<file path="config.mk">
export PLATFORM = sky130hd
export DESIGN_NAME = psp_front
export DESIGN_NICKNAME = d
export VERILOG_FILES = /design/src/psp_pkg.sv /design/src/psp_front.sv
export SDC_FILE = /design/constraint.sdc
export NUM_CORES = 1
export LEC_CHECK = 0
export BUFFER_PORTS_ARGS = -buffer_cell sky130_fd_sc_hd__clkbuf_2
export CAP_MARGIN = 20
export CORE_MARGIN = 1.5
export CORE_UTILIZATION = 40
export DETAILED_ROUTE_END_ITERATION = 10
export GPL_TIMING_DRIVEN = 0
export PLACE_DENSITY = 0.7
export SLEW_MARGIN = 5
export SYNTH_ARGS = -nofsm -noshare
export SYNTH_HDL_FRONTEND = slang
export SYNTH_SLANG_ARGS = --single-unit
</file>
<file path="constraint.sdc">
create_clock -name i_clk -period 5.92 [get_ports i_clk]
set_input_delay 0.888 -clock i_clk [delete_from_list [all_inputs] [get_ports i_clk]]
set_output_delay 0.888 -clock i_clk [all_outputs]
set_load 0.05 [all_outputs]
</file>
<file path="src/psp_pkg.sv">
package psp_pkg;

    // Column item geometry
    localparam int NUM_BASES    = 5;
    localparam int CNT_W        = 10;
    localparam int MAX_COVERAGE = 1023;
    localparam int IN_DATA_W    = 64;

    // Arithmetic widths
    localparam int W_W     = 5;    // signed weight
    localparam int SUM_W   = 13;   // sum of five clamped base counts
    localparam int SQ_W    = 2 * CNT_W;
    localparam int SQSUM_W = 23;   // sum of five squares
    localparam int S2_W    = 2 * SUM_W;
    localparam int GS_W    = CNT_W + SUM_W;
    localparam int PAIR_W  = 24;   // sum over pairs of distinct base counts
    localparam int PROD_W  = 30;   // weight times a term, signed
    localparam int COL_W   = 32;   // column score, signed
    localparam int ACC_W   = 48;   // profile accumulator, signed

    localparam int QUEUE_DEPTH = 4;
    localparam int CFG_IDX_W   = 2;

    localparam logic signed [W_W-1:0] MATCH_RESET    = 5'sd1;
    localparam logic signed [W_W-1:0] MISMATCH_RESET = -5'sd2;
    localparam logic signed [W_W-1:0] GAP_RESET      = -5'sd2;

    typedef enum logic [CFG_IDX_W-1:0] {
        CFG_MATCH    = 2'd0,
        CFG_MISMATCH = 2'd1,
        CFG_GAP      = 2'd2
    } t_cfg_idx;

    typedef struct packed {
        logic signed [W_W-1:0] match;
        logic signed [W_W-1:0] mismatch;
        logic signed [W_W-1:0] gap;
    } t_weights;

    typedef struct packed {
        logic [NUM_BASES-1:0][CNT_W-1:0] cnt;
        logic [CNT_W-1:0]                gap;
        logic [SUM_W-1:0]                base_sum;
        logic                            last;
    } t_col;

    typedef struct packed {
        logic full;
        logic empty;
    } t_q_stat;

    function automatic logic [CNT_W-1:0] clamp_count(input logic [CNT_W-1:0] c);
        logic [CNT_W-1:0] lim;
        lim = CNT_W'(MAX_COVERAGE);
        return (c > lim) ? lim : c;
    endfunction

endpackage

</file>
<file path="src/psp_front.sv">
module psp_front import psp_pkg::*; (
    input  logic                 i_clk,
    input  logic                 i_rst_n,
    input  logic                 i_valid,
    input  logic [IN_DATA_W-1:0] i_data,
    input  logic                 i_last,
    output logic                 o_ready,
    output logic                 o_valid,
    output t_col                 o_col,
    input  logic                 i_ready
);

    logic r_valid;
    t_col r_col;
    t_col n_col;

    // Clamp the counts and form the base sum used by the pair and gap terms
    always_comb begin
        n_col = '0;
        for (int b = 0; b < NUM_BASES; b++) begin
            n_col.cnt[b] = clamp_count(i_data[b*CNT_W +: CNT_W]);
            n_col.base_sum = n_col.base_sum + SUM_W'(n_col.cnt[b]);
        end
        n_col.gap  = clamp_count(i_data[NUM_BASES*CNT_W +: CNT_W]);
        n_col.last = i_last;
    end

    assign o_ready = !r_valid || i_ready;
    assign o_valid = r_valid;
    assign o_col   = r_col;

    always_ff @(posedge i_clk) begin
        if (!i_rst_n) begin
            r_valid <= 1'b0;
        end else if (o_ready) begin
            r_valid <= i_valid;
        end
    end

    always_ff @(posedge i_clk) begin
        if (o_ready && i_valid) begin
            r_col <= n_col;
        end
    end

endmodule

</file>
==> results.cfg <==
[outcome]
status = finished clean

[timing]
final_hold_viol_count = 0
clock_skew_ns = 0.00593
finalCriticalPeriod_ns = 4.01
rsz0062_at_grt = false
tightest_slew_ns = 0.437
setup_violations = 0
max_slew_margin = 0.709
finalMaxSlewViolations = 0
timing.hold.ws_ns = 0.547
fin_crit_sh = 0.677
fmax_mhz = 249
setup_tns_ns = 0

[layout]
nets = 533
fillCellCount = 839
antenna_cells = 0
area_growth_pct = 24.9
final_layout_size_suffix_gt1_frac = 0.304

[synthesis]
yosys.area.top_type = edfxtp_1
synth_area_leaders = edfxtp_1, fa_1, inv_1
synth_edf_count = 74
ys_seq_elements = 75
synth_area_um2 = 3820
synth_common_cells = edfxtp_1, inv_1, clkbuf_1, fa_1, ha_1
netlist.area_leader.share = 0.582
synth_cell_types = 29
ys_warn_count = 0
synth_most_common_cell = edfxtp_1
ys.flop_type = edfxtp_1
synth_cells = 300
ys_seq_area_frac = 0.587
syn-num-nets = 411
synth_area_per_cell_um2 = 12.7
synth_async_sr_flop_share = 0

[detailed_routing]
first_pass_iters = 4
drcViolationCount = 0
antenna_left = 0
drtIter0Drc = 43
post_drt_wl_per_cell_um = 11.9
routed_via_density = 4.24
vias = 2356
wirelength_um = 6630

[clock_tree]
cts_tree = built
htreeDepth = 3
clkLatencyLatePin_ns = 0.35
cts.reportedPaths.clkPinSlew_ns = 0.08
clk_path_buf_depth = 2
cts-resized-gates = 0
cts-root-buf = clkbuf_8
cts.sinks = 75
cts_hold_buf = 0
numCtsBuffers = 9
postCtsSetupRepairBufs = 0

[place]
place_congestion = 0.779
hpwl_um = 5220
portBuffers = 110

[die]
rows = 35
die_area_um2 = 10100
fp.dieW_um = 101
die_height_um = 101
fp.coreArea_um2 = 9240
io_pins = 145
start_util = 0.414

[pwr]
p_leak_nw = 2.17
peakVddDrop_mv = 0.134
powerDensity_nw_per_um2 = 400
p_total_w = 0.00191

[setup_path]
crit_fanout = 2
worstSetupStartpointType = input pin
crit_required_ns = 6.01
end_kind = register
worstPathArrival_ns = 4.10
critPathKind = input pin to register

[global_routing]
antenna_found_initial = 0
grt_pass1_wl_um = 11000
grt_max_degree = 45
grt-ovfl-total = 0
grtUsageTotal = 0.143
grt_pass1_vias = 2427

[run]
drv_cap = 0

[worst_hold_path]
hp-class = register to register
==> registers in the layout, indices dropped and copies added (netlist names) <==
name,cells
o_valid,1
o_col,74
==> logic make-up after synthesis <==
logic type      share of synthesized area
simple gates                       0.0311
flops                               0.587
buf+inv                             0.128
compound gates                     0.0416
xor+xnor                           0.0183
fa+ha+maj                           0.195
==> power by group <==
group          internal [W]  leakage (nW)  switching [W]  total [W]
Sequential         0.000683         0.725      0.0000160   0.000699
Combinational      0.000264          1.34       0.000517   0.000782
Clock              0.000236         0.103       0.000194   0.000430
Total               0.00118          2.17       0.000728    0.00191
==> critical path: stages <==
cell and delay [ns]:
clkbuf_1 0.11, fa_1 0.55, inv_1 0.06, fa_1 0.54, fa_1 0.42, inv_1 0.07, ha_1 0.16, inv_1 0.05
fa_1 0.40, nor2b_1 0.17, o211ai_1 0.16, a21boi_0 0.24, o21ai_0 0.16, xnor2_1 0.14
==> layout by cell type (no fill, tap or decap), drive strengths merged <==
cell,n
o211a,1
o21ai,4
nand4,4
a21boi,2
or4,1
or3,1
buf,2
o22a,1
clkbuf,179
and2,2
a21o,3
a31oi,1
edfxtp,74
dfxtp,1
a211oi,1
clkinvlp,2
o21a,2
ha,13
o211ai,2
xnor2,8
fa,29
nor2b,1
nand2b,4
nor3,1
nor2,3
bufinv,2
inv,68
nand2,5
a21oi,7
clkinv,3
==> per-layer routing <==
layer | part of all wire | vias to the layer above | global-route usage
met2 | 0.50 | 98 | 0.243
met4 | 0.015 | 0 | 0.0520
met5 | 0 | - | 0
li1 | - | 1153 | -
met1 | 0.40 | 1095 | 0.165
met3 | 0.085 | 10 | 0.0520
==> layout make-up <==
class / count / area, um2 / area share
Buffer: 61 / 233 / 0.0488
Sequential cell: 75 / 2240 / 0.470
Clock buffer: 9 / 124 / 0.0260
Clock inverter: 7 / 92.6 / 0.0194
Tap cell: 129 / 161 / 0.0338
Timing Repair Buffer: 111 / 571 / 0.120
Multi-Input combinational cell: 96 / 1090 / 0.229
Inverter: 68 / 255 / 0.0535
==> path summary, 6_finish.rpt <==
path,from,endpoint,slack (ns),cells after the start
setup / recovery,i_data[1],o_col[10]$_DFFE_PP_,1.91,14
hold / removal,o_valid$_SDFFE_PN0N_,o_valid$_SDFFE_PN0N_,0.55,2
setup reg to reg,o_valid$_SDFFE_PN0N_,o_col[2]$_DFFE_PP_,4.42,3
hold reg to reg,o_valid$_SDFFE_PN0N_,o_valid$_SDFFE_PN0N_,0.55,2
==> through the flow <==
step           instance area, um2  std cells  setup WS (ns)   util
2_1_floorplan                3820        300           1.82      -
3_3_place_gp                 4530        539           1.58  0.491
3_5_place_dp                 4560        540           1.57  0.493
4_1_cts                      4770        556           1.93  0.516
5_1_grt                      4770        556           1.66  0.516
6_report                     4770        556           1.91  0.516
(Power assumes the default switching activity.)
