### config.mk
export PLATFORM = sky130hd
export DESIGN_NAME = psp_queue
export DESIGN_NICKNAME = d
export VERILOG_FILES = /design/src/psp_pkg.sv /design/src/psp_queue.sv
export SDC_FILE = /design/constraint.sdc
export NUM_CORES = 1
export LEC_CHECK = 0
export BUFFER_PORTS_ARGS = -buffer_cell sky130_fd_sc_hd__buf_4
export CAP_MARGIN = 20
export CORE_MARGIN = 2
export CORE_UTILIZATION = 45
export DETAILED_ROUTE_END_ITERATION = 8
export GPL_ROUTABILITY_DRIVEN = 0
export GPL_TIMING_DRIVEN = 0
export PLACE_DENSITY = 0.66
export SYNTH_ARGS = -nofsm -noshare
export SYNTH_HDL_FRONTEND = slang
export SYNTH_SLANG_ARGS = --single-unit
### constraint.sdc
create_clock -name i_clk -period 2.95 [get_ports i_clk]
set_clock_uncertainty 0.1 [all_clocks]
set_input_delay 0.4425 -clock i_clk [delete_from_list [all_inputs] [get_ports i_clk]]
set_output_delay 0.4425 -clock i_clk [all_outputs]
set_load 0.05 [all_outputs]
### src/psp_pkg.sv
package psp_pkg;

    // Column item geometry
    localparam int NUM_BASES    = 5;
    localparam int CNT_W        = 10;
    localparam int MAX_COVERAGE = 1023;
    localparam int IN_DATA_W    = 64;

    // Arithmetic widths
    localparam int W_W     = 5;    // signed weight
    localparam int SUM_W   = 13;   // sum of five clamped base counts
    localparam int SQ_W    = 2 * CNT_W;
    localparam int SQSUM_W = 23;   // sum of five squares
    localparam int S2_W    = 2 * SUM_W;
    localparam int GS_W    = CNT_W + SUM_W;
    localparam int PAIR_W  = 24;   // sum over pairs of distinct base counts
    localparam int PROD_W  = 30;   // weight times a term, signed
    localparam int COL_W   = 32;   // column score, signed
    localparam int ACC_W   = 48;   // profile accumulator, signed

    localparam int QUEUE_DEPTH = 4;
    localparam int CFG_IDX_W   = 2;

    localparam logic signed [W_W-1:0] MATCH_RESET    = 5'sd1;
    localparam logic signed [W_W-1:0] MISMATCH_RESET = -5'sd2;
    localparam logic signed [W_W-1:0] GAP_RESET      = -5'sd2;

    typedef enum logic [CFG_IDX_W-1:0] {
        CFG_MATCH    = 2'd0,
        CFG_MISMATCH = 2'd1,
        CFG_GAP      = 2'd2
    } t_cfg_idx;

    typedef struct packed {
        logic signed [W_W-1:0] match;
        logic signed [W_W-1:0] mismatch;
        logic signed [W_W-1:0] gap;
    } t_weights;

    typedef struct packed {
        logic [NUM_BASES-1:0][CNT_W-1:0] cnt;
        logic [CNT_W-1:0]                gap;
        logic [SUM_W-1:0]                base_sum;
        logic                            last;
    } t_col;

    typedef struct packed {
        logic full;
        logic empty;
    } t_q_stat;

    function automatic logic [CNT_W-1:0] clamp_count(input logic [CNT_W-1:0] c);
        logic [CNT_W-1:0] lim;
        lim = CNT_W'(MAX_COVERAGE);
        return (c > lim) ? lim : c;
    endfunction

endpackage

### src/psp_queue.sv
module psp_queue import psp_pkg::*; #(
    parameter int DEPTH = QUEUE_DEPTH
) (
    input  logic    i_clk,
    input  logic    i_rst_n,
    input  logic    i_valid,
    input  t_col    i_col,
    output logic    o_ready,
    output logic    o_valid,
    output t_col    o_col,
    input  logic    i_ready,
    output t_q_stat o_stat
);

    localparam int AW = (DEPTH > 1) ? $clog2(DEPTH) : 1;
    localparam int CW = $clog2(DEPTH + 1);

    t_col          r_mem [DEPTH];
    logic [AW-1:0] r_wr;
    logic [AW-1:0] r_rd;
    logic [CW-1:0] r_cnt;
    logic          push;
    logic          pop;

    assign o_stat.full  = (r_cnt == CW'(DEPTH));
    assign o_stat.empty = (r_cnt == '0);
    assign o_ready      = !o_stat.full;
    assign o_valid      = !o_stat.empty;
    assign o_col        = r_mem[r_rd];
    assign push         = i_valid && o_ready;
    assign pop          = o_valid && i_ready;

    always_ff @(posedge i_clk) begin
        if (!i_rst_n) begin
            r_wr  <= '0;
            r_rd  <= '0;
            r_cnt <= '0;
        end else begin
            if (push) begin
                r_wr <= (r_wr == AW'(DEPTH - 1)) ? '0 : r_wr + 1'b1;
            end
            if (pop) begin
                r_rd <= (r_rd == AW'(DEPTH - 1)) ? '0 : r_rd + 1'b1;
            end
            if (push && !pop) begin
                r_cnt <= r_cnt + 1'b1;
            end else if (pop && !push) begin
                r_cnt <= r_cnt - 1'b1;
            end
        end
    end

    always_ff @(posedge i_clk) begin
        if (push) begin
            r_mem[r_wr] <= i_col;
        end
    end

endmodule

==> qor.csv, run 1 <==
metric,value,unit
antenna_found_initial,1,
power,13.37,mW
fp.dieW,161.4,um
worst_setup_path_start_kind,flip-flop,
finalCriticalPeriod,2.806,ns
cts_setup_buffers,0,
drc,0,
clk_pin_slew,0.06,ns
io_buffers,155,
endpoint_kind,primary output,
finalWirelength,21.12,mm
hold_viol,0,
critical_path.slowest_cell,mux4_2,
chipHeight,161.4,um
status,finished clean,
grt_remaining_overflow,0,
rows,57,
synth_top_cell_by_area,edfxtp_1,
whs_path_depth,3,
synthDistinctLibCells,27,
grt_max_degree,55,
grtUsageTotal,16.42,%
yosysWarnings,0,
path_class,reg2out,
areaGrowthSynthToFinish,30.63,%
wire_per_inst,20.04,um
pin_count,156,
netlist_area,0.01115,mm^2
period_share,95.12,%
cts_made_buffers,31,
cts_tree,done,
setup_viol,0,
place_hpwl,12.52,mm
synth_area_leaders,"edfxtp_1 (80%), mux4_2 (15%), dfxtp_1 (1.6%)",
cp.required,2.41,ns
cts_max_path_buffers,3,
max_stage_delay,0.57,ns
setup_tns,0,ns
cp_common_cell,buf_4,
initial_core_util,45.84,%
insertion_delay,0.54,ns
avgSynthCellArea,25.39,um^2
drt-initial-drc-count,316,
peakVddDrop,1.038,mV
max-cap-violations,0,
fin_nets,790,
reg2reg_depth,7,
firstDrtPassIters,4,
via_count,5408,
pre_cts_ws,0.2809,ns
synth_seq_area_share,81.36,%
holdWs,0.06456,ns
ant_nets,0,
die_area,0.02605,mm^2
final-max-slew-violation-count,0,
synth_commonest_cells,"edfxtp_1 (296), mux4_2 (74), dfxtp_1 (9), buf_2 (8)",
setup_slack,0.1441,ns
grt_pass1_vias,5918,
slew_headroom,56.89,%
synth_cells,439,
powerDensity,917.9,mW/mm^2
yosys.area.top_type_share,79.74,%
worst-path-max-fanout,10,
core-area,0.02432,mm^2
cts_root_buf,clkbuf_16,
h-tree-depth,1,
critPathArrivalTime,2.26,ns
holdCritPathClass,in2reg,
syn-num-nets,524,
ys_async_sr_fraction,0,%
leakage,4.986,nW
grt_pass1_wl,32.99,mm
ys_seq_elements,305,
max_clock_freq,0.3564,GHz
ys.flop_type,edfxtp_1,
synth-edff-count,296,
vias_per_cell,5.131,
worst_pin_slew,0.6412,ns
rsz0062_at_grt,no,
drive_gt1_share,41.29,%
yosysMostFrequentCell,edfxtp_1,
clkSinkCount,305,
worstPathCellList,buf_2 -> buf_4 -> mux4_2 -> buf_4,
cell usage in the layout (no fill, tap or decap), types with 4 or more instances in the layout:
master,instances
buf_4,161
and3_4,4
mux4_2,74
edfxtp_1,296
clkinv_2,7
inv_1,5
ha_1,6
clkinvlp_4,4
dfxtp_1,9
clkbuf_16,31
dlygate4sd3_1,74
buf_16,4
buf_2,8
clkinv_1,8
nand2_1,5
clkbuf_1,6
cells by family after synthesis:
family | synth area share, %
flip-flops | 81.36
multiplexers | 15.13
buffers and inverters | 1.134
AND/OR/NAND/NOR | 1.055
adder cells (fa/ha/maj) | 0.8531
AO/OA/AOI/OAI | 0.3143
XOR/XNOR | 0.1572
path summary, 6_finish.rpt:
path	slack, ns	endpoint	from
hold / removal	0.06	r_wr[0]	i_rst_n
setup reg to reg	0.30	r_cnt[2]	r_cnt[0]
setup / recovery	0.14	o_col[39]	flip-flop
hold reg to reg	0.41	r_wr[1]	r_wr[1]
report_power, final:
group | internal, mW | switching (mW)
Clock | 2.17 | 1.53
Combinational | 1.54 | 2.74
Sequential | 5.25 | 0.120
area by class of cell:
| cell class | count | area, um^2 |
|---|---|---|
| Fill cell | 1728 | 9758 |
| Sequential cell | 305 | 9069 |
| Timing Repair Buffer | 233 | 2014 |
| Multi-Input combinational cell | 111 | 1967 |
| Clock buffer | 35 | 790.8 |
| Tap cell | 324 | 405.4 |
| Clock inverter | 22 | 185.2 |
| Buffer | 18 | 108.9 |
| Inverter | 5 | 18.77 |
| Antenna cell | 1 | 2.502 |
critical path, delay by kind of cell, from the launching register on:
family	cells	cell delay, ns
DFF	1	0.32
buffers and inverters	3	0.83
muxes	1	0.57
flip-flops by register name (all words and copies together) (netlist names), named ones only:
register and cells:
r_wr 2, r_mem 296, r_rd 2, r_cnt 3
timing repair:
item,CTS,global route
setup endpoints to repair,55,0
endpoints found under the hold margin,296,0
hold buffers,74,0
resized for setup,1,0
per-layer routing:
layer	vias up	GRT usage (%)	part of all wire [%]
met4	0	3.815	2.1
li1	2403	-	-
met2	155	27.91	50
met5	-	0	0
met1	2811	21.91	42
met3	39	3.647	6.0
metrics by stage:
stage               cells  utilization (%)  area [um^2]
floorplan             439                -        11150
global placement      918            52.29        12720
detailed placement    922            52.80        12840
CTS                  1053            59.87        14560
global route         1054            59.88        14560
finish               1054            59.88        14560
No activity file was read; power rests on OpenSTA's default activity.
==> inputs of run 2 (changes only) <==
==> constraint.sdc (replaced) <==
create_clock -name i_clk -period 3.45 [get_ports i_clk]
set_clock_uncertainty 0.1 [all_clocks]
set_input_delay 0.5175 -clock i_clk [delete_from_list [all_inputs] [get_ports i_clk]]
set_output_delay 0.5175 -clock i_clk [all_outputs]
set_load 0.05 [all_outputs]
==> qor.csv, run 2 (synthesis results as in run 1) <==
metric,value,unit
cts_tree,done,
setup_tns,0,ns
insertion_delay,0.54,ns
pin_count,156,
grt_max_degree,55,
hold_viol,0,
finalCriticalPeriod,2.941,ns
final_cell_mix,"edfxtp_1 (296), buf_4 (161), mux4_2 (74), clkbuf_16 (31), dfxtp_1 (9)",
top_usage_layer,met2,
worst-path-max-fanout,10,
holdWs,0.07305,ns
vias_per_cell,5.236,
regMostFlops,r_mem,
grt_pass1_vias,5598,
areaGrowthSynthToFinish,23.95,%
antenna_found_initial,0,
use_met3,3.980,%
via_count,5126,
chipHeight,161.4,um
cts_hold_repair.buffers,0,
period_share,85.25,%
final_core_util,56.81,%
postPlaceCellArea,0.01284,mm^2
drive_gt1_share,45.80,%
worst_setup_path_start_kind,flip-flop,
cts_resized,0,
reg2reg_depth,7,
power,11.35,mW
fin_nets,716,
slew_headroom,52.92,%
endpoint_kind,primary output,
max_clock_freq,0.3400,GHz
cp.required,2.83,ns
rows,57,
rsz0062_at_grt,no,
setup_viol,0,
io_buffers,155,
die_area,0.02605,mm^2
fillers,1805,
max-cap-violations,0,
use_met2,26.77,%
worst_pin_slew,0.7002,ns
place_hpwl,12.52,mm
diodes,0,
layout_commonest_cell,edfxtp_1,
cts_setup_buffers,0,
critPathArrivalTime,2.32,ns
wire_per_inst,21.05,um
fp.dieW,161.4,um
status,finished clean,
drt-initial-drc-count,303,
leakage,4.674,nW
cts_root_buf,clkbuf_16,
cts_max_path_buffers,3,
holdCritPathClass,in2reg,
powerDensity,821.7,mW/mm^2
h-tree-depth,1,
drc,0,
initial_core_util,45.84,%
clkSinkCount,305,
largest_reg_flops,296,
cts_made_buffers,31,
reg.largest.list,"r_mem: 296 flops, r_cnt: 3 flops",
path_class,reg2out,
finalWirelength,20.61,mm
met1_usage,21.24,%
whs_path_depth,1,
clk_pin_slew,0.06,ns
ant_nets,0,
firstDrtPassIters,4,
grt_remaining_overflow,0,
grt_pass1_wl,31.86,mm
grtUsageTotal,15.94,%
fin_area,0.01382,mm^2
final-max-slew-violation-count,0,
core-area,0.02432,mm^2
peakVddDrop,0.9934,mV
run 2: critical path, stage by stage, from the launching register on:
cell      delay [ns]
dfxtp_1         0.33
clkbuf_1        0.49
buf_2           0.39
mux4_2          0.36
buf_4           0.21
run 2: final timing paths:
path,from,slack (ns),endpoint
worst max-delay path,flip-flop,0.51,o_col[26]
worst min register to register,r_wr[1],0.41,r_wr[1]
worst min-delay path,i_col[27],0.07,r_mem[0][27]
worst max register to register,r_cnt[0],0.74,r_cnt[2]
run 2: layout make-up:
| class | instances | area [um^2] | area share [%] |
|---|---|---|---|
| Inverter | 5 | 18.77 | 0.1358 |
| Sequential cell | 305 | 9069 | 65.63 |
| Timing Repair Buffer | 159 | 1274 | 9.218 |
| Buffer | 18 | 107.6 | 0.7788 |
| Clock buffer | 35 | 790.8 | 5.723 |
| Multi-Input combinational cell | 111 | 1967 | 14.24 |
| Clock inverter | 22 | 185.2 | 1.340 |
| Tap cell | 324 | 405.4 | 2.934 |
run 2: per-stage QoR:
| stage | setup slack (ns) | cells |
|---|---|---|
| after floorplan | 1.115 | 439 |
| after global placement | 0.5646 | 918 |
| after detailed placement | 0.7809 | 922 |
| after CTS | 0.3687 | 979 |
| after global routing | 0.3554 | 979 |
| final | 0.5089 | 979 |
run 2: power breakdown:
part | internal (mW) | switching (mW) | leakage (nW)
registers | 4.49 | 0.103 | 2.79
logic | 1.27 | 2.32 | 1.42
clock network | 1.86 | 1.31 | 0.470
run 2: per-layer routing:
metal / part of all wire, % / vias to the layer above / wire length (um)
met2: 50 / 154 / 10280
met1: 41 / 2679 / 8470
met4: 2.2 / 0 / 455
met3: 6.8 / 38 / 1409
met5: 0 / - / 0
li1: - / 2255 / -
==> inputs of run 3 (changes only) <==
--- a/config.mk
+++ b/config.mk
@@ -5,7 +5,7 @@
 export SDC_FILE = /design/constraint.sdc
 export NUM_CORES = 1
 export LEC_CHECK = 0
-export BUFFER_PORTS_ARGS = -buffer_cell sky130_fd_sc_hd__buf_4
+export BUFFER_PORTS_ARGS = -buffer_cell sky130_fd_sc_hd__buf_2
 export CAP_MARGIN = 20
 export CORE_MARGIN = 2
 export CORE_UTILIZATION = 45
==> qor.csv, run 3 (synthesis results as in run 1) <==
metric,value,unit
drc,0,
power_frac_seq,41.6,%
cp_common_cell,buf_2,
cts_max_path_buffers,3,
grt_remaining_overflow,0,
drive_gt1_share,44.80,%
final_cell_mix,"edfxtp_1 (296), buf_2 (163), mux4_2 (74), clkbuf_16 (31), clkinv_1 (11)",
firstDrtPassIters,4,
chipHeight,161.4,um
max-cap-violations,0,
path_buf_inv,3,
drt-initial-drc-count,305,
max_clock_freq,0.3333,GHz
h-tree-depth,1,
setup_tns,0,ns
vias_per_cell,5.235,
cp.required,2.83,ns
status,finished clean,
peakVddDrop,0.7363,mV
endpoint_kind,primary output,
wire_per_inst,20.53,um
final-max-slew-violation-count,0,
critical_path.slowest_cell,clkbuf_1,
critPathArrivalTime,2.38,ns
grt_pass1_vias,5622,
worst-path-max-fanout,10,
path_class,reg2out,
cts_root_buf,clkbuf_16,
via_count,5120,
finalCriticalPeriod,3.000,ns
pin_count,156,
hold_viol,0,
critPathTopFamily,buffers and inverters,
holdCritPathClass,in2reg,
switching_share,33.28,%
worst_pin_slew,0.6726,ns
rows,57,
ant_nets,0,
diodes,0,
largest_reg_flops,296,
reg.largest.list,"r_mem: 296 flops, r_cnt: 3 flops",
fin_area,0.01341,mm^2
initial_core_util,45.84,%
fillers,1856,
power_frac_comb,30.0,%
rsz0062_at_grt,no,
place_hpwl,12.30,mm
worstPathCellList,clkbuf_1 -> buf_2 -> mux4_2 -> buf_2,
r2r_slack,0.87,ns
p_clk_share,28.4,%
powerDensity,822.2,mW/mm^2
cts_tree,done,
cts_setup_buffers,0,
max_stage_delay,0.52,ns
layout_commonest_cell,edfxtp_1,
leakage,4.524,nW
power.switching,3.670,mW
fin_nets,716,
regMostFlops,r_mem,
core-area,0.02432,mm^2
insertion_delay,0.54,ns
worst_setup_path_start_kind,flip-flop,
setup_viol,0,
fp.dieW,161.4,um
cts_made_buffers,31,
grtUsageTotal,15.41,%
grt_pass1_wl,30.98,mm
cts_resized,0,
clk_pin_slew,0.06,ns
postPlaceCellArea,0.01245,mm^2
period_share,86.97,%
cts_hold_repair.buffers,0,
antenna_found_initial,1,
io_buffers,155,
die_area,0.02605,mm^2
clkSinkCount,305,
finalWirelength,20.08,mm
grt_max_degree,50,
slew_headroom,55.16,%
p_int,7.359,mW
areaGrowthSynthToFinish,20.34,%
-- run 3: layer usage --
metal | wire [um] | global-route usage (%)
met5 | 7 | 0
met4 | 345 | 3.896
met3 | 1391 | 3.903
met2 | 9762 | 25.25
met1 | 8570 | 20.96
-- run 3: cell type report --
class                           count  area [um^2]  area share [%]
Tap cell                          324        405.4           3.022
Clock buffer                       38        802.0           5.979
Sequential cell                   305         9069           67.61
Clock inverter                     18        158.9           1.185
Multi-Input combinational cell    111         1967           14.66
Buffer                             18        107.6          0.8022
Inverter                            5        18.77          0.1399
Timing Repair Buffer              159        885.9           6.604
-- run 3: path summary, 6_finish.rpt --
kind / startpoint / endpoint / cells past startpoint
worst max-delay path: flip-flop / o_col[34] / 4
worst min-delay path: i_col[24] / r_mem[2][24] / 1
worst max register to register: r_cnt[1] / r_cnt[2] / 7
worst min register to register: r_wr[1] / r_wr[1] / 2
-- run 3: power by group through the flow --
stage               Sequential, mW  Clock [mW]  Combinational [mW]
detailed placement            4.67           0                3.36
global placement              4.66           0                3.28
floorplan                     4.64           0                2.58
finish                        4.59        3.13                3.31
global route                  4.62        3.34                3.49
CTS                           4.60        3.21                3.37
-- run 3: per-stage QoR --
| stage | utilization, % | instances | hold WS (ns) | total power, mW | setup slack (ns) |
|---|---|---|---|---|---|
| final | 55.16 | 978 | 0.08648 | 11.03 | 0.4496 |
| after global routing | 55.16 | 978 | 0.07006 | 11.45 | 0.2637 |
| after CTS | 55.16 | 978 | 0.05612 | 11.18 | 0.3058 |
| after detailed placement | 51.21 | 922 | 0.4037 | 8.031 | 0.8740 |
| after global placement | 50.69 | 918 | 0.3777 | 7.939 | 0.5636 |
| after floorplan | - | 439 | 0.3677 | 7.217 | 1.115 |
